$ cat src/rtl/atsds_pkg.sv
// Shared types and codes for the value table search, delete and sort unit.
`default_nettype none

package atsds_pkg;

	// Fixed widths of the transaction fields.
	localparam int DATA_W  = 32;
	localparam int FIELD_W = 6;
	localparam int CMD_W   = 3;

	// Command codes; codes without a member are treated as no-operation.
	typedef enum logic [CMD_W-1:0] {
		CMD_CLEAR   = 3'd0,
		CMD_APPEND  = 3'd1,
		CMD_SEARCH  = 3'd2,
		CMD_DELETE  = 3'd3,
		CMD_SORT    = 3'd4,
		CMD_DISPLAY = 3'd5
	} cmd_e;

	// Sequencer states.
	typedef enum logic [1:0] {
		ST_IDLE,
		ST_SCAN,
		ST_SORT_WB,
		ST_FINISH
	} state_e;

	// Input transaction.
	typedef struct packed {
		logic [CMD_W-1:0]         command;
		logic signed [DATA_W-1:0] operand_value;
	} req_t;

	// Result transaction.
	typedef struct packed {
		logic signed [DATA_W-1:0] entry_value;
		logic [FIELD_W-1:0]       position;
		logic [FIELD_W-1:0]       entry_count;
		logic                     hit;
		logic                     full_error;
		logic                     last;
	} rsp_t;

endpackage

`default_nettype wire

$ cat src/rtl/atsds_ram.sv
// Table storage: one write port and one read port with registered read data.
`default_nettype none

module atsds_ram
	import atsds_pkg::*;
#(
	parameter int DEPTH = 32
) (
	input  wire logic                            clk,
	input  wire logic                            we,
	input  wire logic [$clog2(DEPTH)-1:0]        waddr,
	input  wire logic signed [DATA_W-1:0]        wdata,
	input  wire logic [$clog2(DEPTH)-1:0]        raddr,
	output      logic signed [DATA_W-1:0]        rd_data
);

	logic signed [DATA_W-1:0] mem_q [DEPTH];

	// Synchronous write and registered read.
	always_ff @(posedge clk) begin
		if (we) begin
			mem_q[waddr] <= wdata;
		end
		rd_data <= mem_q[raddr];
	end

endmodule

`default_nettype wire

$ cat src/rtl/array_table_search_delete_sort_unit.sv
// Top level of the value table unit: command sequencer, compare unit and table storage.
//
// Usage: drive request and pulse start while busy is low; the transaction is
// taken at that clock edge. Results come out on result, each valid for exactly
// one cycle while done is high; result.last marks the final result of a command.
// The receiver cannot stall the block, so every result must be taken when shown.
//
// Clear, append and unused codes do not raise busy: their single result appears
// on the cycle after start, and a new command may be issued right away.
// Search, delete and display with n stored entries stream the table through the
// single read port, one entry a cycle, while holding busy; the results of a search
// or display come out while the walk proceeds, and the last one is shown in the
// first cycle that busy is low.
// Sort is a selection sort on a signed comparison: pass i reads entries i..n-1
// through the single memory read port and writes back the minimum to slot i.
// Reset empties the table (fill count zero) and returns the sequencer to idle;
// the table memory itself is not cleared, since slots beyond the count are
// never read.
`default_nettype none

module array_table_search_delete_sort_unit
	import atsds_pkg::*;
#(
	parameter int TABLE_DEPTH = 32
) (
	input  wire logic clk,
	input  wire logic arst_n,
	input  wire logic start,
	input  wire req_t request,
	output      logic busy,
	output      logic done,
	output      rsp_t result
);

	localparam int IdxW = $clog2(TABLE_DEPTH);
	localparam int CntW = $clog2(TABLE_DEPTH + 1);
	localparam logic [CntW-1:0] DepthC = CntW'(TABLE_DEPTH);
	localparam logic [CntW-1:0] TwoC   = CntW'(2);

	// Control registers.
	state_e             state_q, state_d;
	logic [CntW-1:0]    count_q, count_d;
	logic               iss_q, iss_d;
	logic               rd_vld_s1, rd_vld_d;
	logic               pend_vld_q, pend_vld_d;
	logic               done_q, emit;

	// Datapath registers.
	cmd_e                     cmd_q, cmd_d;
	logic signed [DATA_W-1:0] val_q, val_d;
	logic [CntW-1:0]          rd_addr_q, rd_addr_d;
	logic [IdxW-1:0]          rd_idx_s1, rd_idx_d;
	logic [CntW-1:0]          wr_ptr_q, wr_ptr_d;
	logic                     removed_q, removed_d;
	logic signed [DATA_W-1:0] pend_val_q, pend_val_d;
	logic [FIELD_W-1:0]       pend_pos_q, pend_pos_d;
	logic signed [DATA_W-1:0] cur_q, cur_d;
	logic [CntW-1:0]          sort_i_q, sort_i_d;
	rsp_t                     result_q, emit_res;

	// Memory port signals.
	logic                     mem_we;
	logic [IdxW-1:0]          mem_waddr;
	logic signed [DATA_W-1:0] mem_wdata;
	logic [IdxW-1:0]          mem_raddr;
	logic signed [DATA_W-1:0] rd_data;

	// Helper values.
	logic [CntW-1:0] rd_next;
	logic [CntW-1:0] rd_pos;
	logic [CntW-1:0] cnt_next;
	logic [CntW-1:0] sort_lim;
	logic            match;

	assign rd_next  = rd_addr_q + 1'b1;
	assign rd_pos   = CntW'(rd_idx_s1) + 1'b1;
	assign cnt_next = count_q + 1'b1;
	assign sort_lim = sort_i_q + TwoC;
	assign match    = (cmd_q == CMD_DISPLAY) || (rd_data == val_q);

	atsds_ram #(
		.DEPTH(TABLE_DEPTH)
	) u_ram (
		.clk    (clk),
		.we     (mem_we),
		.waddr  (mem_waddr),
		.wdata  (mem_wdata),
		.raddr  (mem_raddr),
		.rd_data(rd_data)
	);

	// Sequencer: next state, memory accesses and result selection.
	always_comb begin
		state_d    = state_q;
		count_d    = count_q;
		iss_d      = iss_q;
		rd_vld_d   = 1'b0;
		pend_vld_d = pend_vld_q;
		cmd_d      = cmd_q;
		val_d      = val_q;
		rd_addr_d  = rd_addr_q;
		rd_idx_d   = rd_idx_s1;
		wr_ptr_d   = wr_ptr_q;
		removed_d  = removed_q;
		pend_val_d = pend_val_q;
		pend_pos_d = pend_pos_q;
		cur_d      = cur_q;
		sort_i_d   = sort_i_q;
		mem_we     = 1'b0;
		mem_waddr  = '0;
		mem_wdata  = '0;
		mem_raddr  = rd_addr_q[IdxW-1:0];
		emit       = 1'b0;
		emit_res   = '0;
		emit_res.entry_count = FIELD_W'(count_q);

		unique case (state_q)
			ST_IDLE: begin
				if (start) begin
					emit_res.last = 1'b1;
					unique case (cmd_e'(request.command))
						CMD_CLEAR: begin
							count_d = '0;
							emit = 1'b1;
							emit_res.entry_count = '0;
						end
						CMD_APPEND: begin
							emit = 1'b1;
							if (count_q >= DepthC) begin
								emit_res.full_error = 1'b1;
							end else begin
								mem_we    = 1'b1;
								mem_waddr = count_q[IdxW-1:0];
								mem_wdata = request.operand_value;
								count_d   = cnt_next;
								emit_res.entry_value = request.operand_value;
								emit_res.position    = FIELD_W'(cnt_next);
								emit_res.entry_count = FIELD_W'(cnt_next);
								emit_res.hit         = 1'b1;
							end
						end
						CMD_SEARCH, CMD_DELETE, CMD_DISPLAY: begin
							cmd_d      = cmd_e'(request.command);
							val_d      = request.operand_value;
							rd_addr_d  = '0;
							iss_d      = (count_q != '0);
							wr_ptr_d   = '0;
							removed_d  = 1'b0;
							pend_vld_d = 1'b0;
							state_d    = ST_SCAN;
						end
						CMD_SORT: begin
							cmd_d      = CMD_SORT;
							rd_addr_d  = '0;
							sort_i_d   = '0;
							iss_d      = (count_q >= TwoC);
							pend_vld_d = 1'b0;
							state_d    = ST_SCAN;
						end
						default: begin
							emit = 1'b1;
						end
					endcase
				end
			end

			ST_SCAN: begin
				// Issue one read a cycle until the end of the table.
				if (iss_q) begin
					rd_vld_d  = 1'b1;
					rd_idx_d  = rd_addr_q[IdxW-1:0];
					rd_addr_d = rd_next;
					iss_d     = (rd_next < count_q);
				end
				// Handle the entry read in the previous cycle.
				if (rd_vld_s1) begin
					unique case (cmd_q)
						CMD_DELETE: begin
							if (rd_data == val_q) begin
								removed_d = 1'b1;
							end else begin
								mem_we    = 1'b1;
								mem_waddr = wr_ptr_q[IdxW-1:0];
								mem_wdata = rd_data;
								wr_ptr_d  = wr_ptr_q + 1'b1;
							end
						end
						CMD_SORT: begin
							if (CntW'(rd_idx_s1) == sort_i_q) begin
								cur_d = rd_data;
							end else if (cur_q > rd_data) begin
								mem_we    = 1'b1;
								mem_waddr = rd_idx_s1;
								mem_wdata = cur_q;
								cur_d     = rd_data;
							end
						end
						default: begin
							// Search and display: hold back one hit so the final
							// one can carry the last flag.
							if (match) begin
								if (pend_vld_q) begin
									emit = 1'b1;
									emit_res.entry_value = pend_val_q;
									emit_res.position    = pend_pos_q;
									emit_res.hit         = 1'b1;
								end
								pend_vld_d = 1'b1;
								pend_val_d = rd_data;
								pend_pos_d = FIELD_W'(rd_pos);
							end
						end
					endcase
				end
				// End of the pass once all reads are handled.
				if (!iss_q && !rd_vld_s1) begin
					priority if (cmd_q == CMD_DELETE) begin
						count_d = wr_ptr_q;
						state_d = ST_FINISH;
					end else if (cmd_q == CMD_SORT && count_q >= TwoC) begin
						state_d = ST_SORT_WB;
					end else begin
						state_d = ST_FINISH;
					end
				end
			end

			ST_SORT_WB: begin
				// Store the pass minimum and start the next pass, if one remains.
				mem_we    = 1'b1;
				mem_waddr = sort_i_q[IdxW-1:0];
				mem_wdata = cur_q;
				sort_i_d  = sort_i_q + 1'b1;
				if (sort_lim < count_q) begin
					rd_addr_d = sort_i_q + 1'b1;
					iss_d     = 1'b1;
					state_d   = ST_SCAN;
				end else begin
					state_d = ST_FINISH;
				end
			end

			ST_FINISH: begin
				emit = 1'b1;
				emit_res.last = 1'b1;
				if (cmd_q == CMD_DELETE) begin
					emit_res.hit = removed_q;
				end else if (cmd_q != CMD_SORT && pend_vld_q) begin
					emit_res.entry_value = pend_val_q;
					emit_res.position    = pend_pos_q;
					emit_res.hit         = 1'b1;
				end
				state_d = ST_IDLE;
			end

			default: begin
				state_d = ST_IDLE;
			end
		endcase
	end

	// Control state.
	always_ff @(posedge clk or negedge arst_n) begin
		if (!arst_n) begin
			state_q    <= ST_IDLE;
			count_q    <= '0;
			iss_q      <= 1'b0;
			rd_vld_s1  <= 1'b0;
			pend_vld_q <= 1'b0;
			done_q     <= 1'b0;
		end else begin
			state_q    <= state_d;
			count_q    <= count_d;
			iss_q      <= iss_d;
			rd_vld_s1  <= rd_vld_d;
			pend_vld_q <= pend_vld_d;
			done_q     <= emit;
		end
	end

	// Datapath state.
	always_ff @(posedge clk) begin
		cmd_q      <= cmd_d;
		val_q      <= val_d;
		rd_addr_q  <= rd_addr_d;
		rd_idx_s1  <= rd_idx_d;
		wr_ptr_q   <= wr_ptr_d;
		removed_q  <= removed_d;
		pend_val_q <= pend_val_d;
		pend_pos_q <= pend_pos_d;
		cur_q      <= cur_d;
		sort_i_q   <= sort_i_d;
		result_q   <= emit_res;
	end

	assign busy   = (state_q != ST_IDLE);
	assign done   = done_q;
	assign result = result_q;

	// The fill count never passes the table depth.
	assert property (@(posedge clk) disable iff (!arst_n) count_q <= DepthC)
		else $error("fill count beyond table depth");

	// A result that is not the final one only comes out during a table walk.
	assert property (@(posedge clk) disable iff (!arst_n) (done && !result.last) |-> busy)
		else $error("non-final result outside a walk");

	// A refused append never reports a hit.
	assert property (@(posedge clk) disable iff (!arst_n) (done && result.full_error) |-> !result.hit)
		else $error("full error together with hit");

	// Compaction writes never run ahead of the entry being read.
	assert property (@(posedge clk) disable iff (!arst_n)
		(state_q == ST_SCAN && cmd_q == CMD_DELETE && rd_vld_s1) |-> wr_ptr_q <= CntW'(rd_idx_s1))
		else $error("delete write pointer ahead of read index");

	// A walk command raises busy on the next cycle.
	assert property (@(posedge clk) disable iff (!arst_n)
		(start && !busy && (request.command == CMD_SEARCH || request.command == CMD_DELETE
			|| request.command == CMD_SORT || request.command == CMD_DISPLAY)) |=> busy)
		else $error("walk command did not raise busy");

endmodule

`default_nettype wire
$ cat config.mk
export PLATFORM = sky130hd
export DESIGN_NAME = array_table_search_delete_sort_unit
export DESIGN_NICKNAME = d
export VERILOG_FILES = /design/src/rtl/atsds_pkg.sv /design/src/rtl/atsds_ram.sv /design/src/rtl/array_table_search_delete_sort_unit.sv
export SDC_FILE = /design/constraint.sdc
export NUM_CORES = 1
export LEC_CHECK = 0
export ABC_AREA = 0
export ABC_CLOCK_PERIOD_IN_PS = 6030
export BUFFER_PORTS_ARGS = -buffer_cell sky130_fd_sc_hd__buf_2
export CAP_MARGIN = 0
export CORE_ASPECT_RATIO = 1.2
export CORE_MARGIN = 2
export CORE_UTILIZATION = 51
export DETAILED_ROUTE_END_ITERATION = 12
export PLACE_DENSITY = 0.64
export SLEW_MARGIN = 10
export SYNTH_ARGS = -nofsm -noshare
export SYNTH_HDL_FRONTEND = slang
export SYNTH_HIERARCHICAL = 1
export SYNTH_SLANG_ARGS = --single-unit
$ cat constraint.sdc
create_clock -name clk -period 6.03 [get_ports clk]
set_clock_uncertainty 0.05 [all_clocks]
set_input_delay 0.9045 -clock clk [delete_from_list [all_inputs] [get_ports clk]]
set_output_delay 0.9045 -clock clk [all_outputs]
set_load 0.02 [all_outputs]
==> impl_results.md <==
* Slew margin rel. at 21.0%
* Drc violations at 0
* Fin crit share at 86.5%
* Buffers on Ports at 86
* Most frequent cell after synthesis: edfxtp_1
* Most common flop cell mapped by yosys: edfxtp_1
* Design Area, Final at 55800 sq um
* PostCTS Resize Cnt at 0
* Post-synth EDFFs at 1153
* CTS sink cnt at 1244
* CTS tree: done
* Area grow syn2layout at 12.0%
* Register area at 36500 sq um
* Root buffer cell: clkbuf_16
* Number of warnings issued by yosys at 6
* Tot Pwr at 26.4 mW
* Detailed placer's ending HPWL at 76.1 mm
* Async set-reset flop share out of synthesis at 0.965%
* Chip height at 346 um
* Total track usage at 24.2%
* CTS max path bufs at 3
* Global-route layer with the greatest usage: met2
* Initial Util at 51.4%
* Core footprint at 96800 sq um
* Total CTS buffers at 117
* Hold buffer count at cts at 0
* GR Util met2 at 41.5%
* Synth top cells by count: edfxtp_1, mux2i_1, a22oi_1
* Total gr overflow at 0
* Placed Area at 51900 sq um
* Share of layout cells above drive strength 1 at 12.6%
* Worst Setup End Kind: register
* Overall routed net length at 122 mm
* Worst VDD drop at 333 uV
* GR Layer Usage met3 at 2.91%
* Router iterations before antenna repair at 6
* Die area at 100000 sq um
* GR Util met1 at 32.2%
* Initial antenna violation count at 4
* Distinct cell type count after synthesis at 65
* DRT antenna net count at 0
* Max cap viols at 0
* Outcome: finished, final reports clean
* Area of the multi-input gates at 12400 sq um
* First-pass GRT wire length at 178 mm
* Average wire per standard cell at 26.9 um
* Tightest Pin Transition at 1.18 ns
* Final estimated routing congestion in global placement at 0.902
* Vias/cell at 6.07
* Crit-path max FO at 18
* Die W at 289 um
* Hold Path Class: input pin to async pin
* # setup viols final at 0
* Vias in the first global route at 27300
* Synthesis-stage register bit count at 1244
* Syn_nets at 3141
* Kind of critical path: register to register
* Cell count after synthesis at 3046
* PwrDens at 473 nW/um^2
* Setup crit start kind: register
* Max Freq at 0.192 GHz
* Fin. Hold Viols at 0
* Clock slew at reported path FFs at 0.06 ns
* FILL cells at 7340
* Largest net degree at the start of global routing at 129
* Synth area leaders: edfxtp_1, mux2i_1, dfxtp_1, a22oi_1, a22o_1
* Mapped Avg Cell Area at 16.3 sq um
* Core Rows at 125
* Worst-skew pair later-pin latency at 0.70 ns
* Detailed-route via count at 27500
* Period minus WS final at 5.21 ns
* Final setup TNS at 0 ns
* Post-synthesis sequential area ratio at 73.3%
* Post-CTS Setup Inserts at 0
* Final-report max-slew violation count at 0
* RSZ-0062 raised after global routing: false
* Post-synthesis cell area at 49800 sq um
* Crit path required time at 6.36 ns
* H-tree depth at 3
* Yosys top cell by area: edfxtp_1
* IO Pins at 87
* DRT iter0 DRCs at 2791
* Static Leak at 19.3 nW
* Final net count at 3249
* WP data arrival at 5.54 ns
* Post-synth top area share at 69.6%
## layout make-up
cell class,count,area share [%]
Sequential cell,1244,65.5
Multi-Input combinational cell,1582,22.3
Clock buffer,149,5.71
Tap cell,1270,2.85
Timing Repair Buffer,155,2.02
Clock inverter,72,1.28
Inverter,54,0.364
Antenna cell,2,0.00898
## cell usage in the layout (no fill, tap or decap), types with 5 or more instances in the layout
cell	instances
mux2i_1	513
ha_1	57
buf_2	86
clkinv_1	24
xor2_1	11
a221o_1	17
dfrtp_1	12
nor2_4	33
nand2_1	129
nand4_1	20
nor3_1	38
a21o_1	5
nand2b_1	5
nand3b_1	8
buf_12	14
a31oi_1	40
a22oi_1	135
o21ai_0	20
nand3_1	118
nor2b_1	6
a22o_1	101
clkinv_2	24
clkbuf_1	23
clkinvlp_4	7
edfxtp_1	1153
inv_1	52
a21oi_1	128
a221o_2	20
clkbuf_16	121
and2_1	5
buf_4	55
bufinv_16	13
xnor2_1	49
clkbuf_8	5
nor2_1	66
dfxtp_1	79
## cells by family after synthesis
| family | after synthesis | synth area share [%] |
|---|---|---|
| xor+xnor | 60 | 1.06 |
| buf+inv | 220 | 2.33 |
| simple gates | 456 | 4.31 |
| fa+ha+maj | 57 | 1.43 |
| flops | 1244 | 73.3 |
| mux | 513 | 10.3 |
| compound gates | 496 | 7.22 |
## worst paths after layout
| path | from | endpoint | slack [ns] | depth (start not counted) |
|---|---|---|---|---|
| max reg2reg | u_ram/rd_data[31]$_DFF_P_ | u_ram/mem_q[14][23]$_DFFE_PP_ | 0.82 | 12 |
| min reg2reg | pend_val_q[22]$_DFFE_PP_ | result[37]$_DFF_P_ | 0.40 | 1 |
| min | arst_n | state_q[0]$_DFFE_PN0P_ | 0.05 | 1 |
| max | u_ram/rd_data[31]$_DFF_P_ | u_ram/mem_q[14][23]$_DFFE_PP_ | 0.82 | 12 |
| min in group clk | request[28] | val_q[28]$_DFFE_PP_ | 0.36 | 1 |
| max in group asynchronous | arst_n | done$_DFF_PN0_ | 5.65 | 1 |
## registers in the layout, summed over array words and instances (netlist names), 5 cells and up
name           flops
rd_idx_s1          5
pend_val_q        32
rd_addr_q          6
count_q            6
result            47
val_q             32
sort_i_q           6
pend_pos_q         6
u_ram/mem_q     1024
cur_q             32
u_ram/rd_data     32
wr_ptr_q           6
## critical path, stage by stage, from the launching register on
cell,delay [ns]
dfxtp_1,0.42
inv_1,0.07
ha_1,0.41
nand4_1,0.15
or4_1,0.60
nor3_1,0.41
nor3b_1,0.11
or4b_4,0.26
a21oi_4,0.07
a221o_1,0.46
nand3b_1,0.71
nor2_4,0.78
buf_4,0.37
## power breakdown
group          switching (mW)  internal, mW  total (mW)
Clock                    3.12          4.28        7.40
Combinational            5.36          2.54        7.90
Sequential              0.473          10.6        11.1
Total                    8.95          17.4        26.4
## routing by layer
layer	up-vias	wire (um)	share of wire (%)
met2	978	62100	51
met4	2	3320	2.7
li1	12200	-	-
met3	198	6920	5.7
met1	14100	49500	41
met5	-	13	0.011
## metrics by stage
stage | hold slack, ns | utilization, % | setup slack [ns] | std cells
floorplan | 0.376 | - | 0.986 | 3046
global placement | 0.392 | 53.6 | 0.989 | 4305
detailed placement | 0.390 | 53.6 | 0.895 | 4305
CTS | 0.0210 | 57.6 | 0.873 | 4526
global route | 0.0523 | 57.6 | 0.610 | 4526
finish | 0.0486 | 57.6 | 0.815 | 4528
Power figures use the tool's default switching activity.
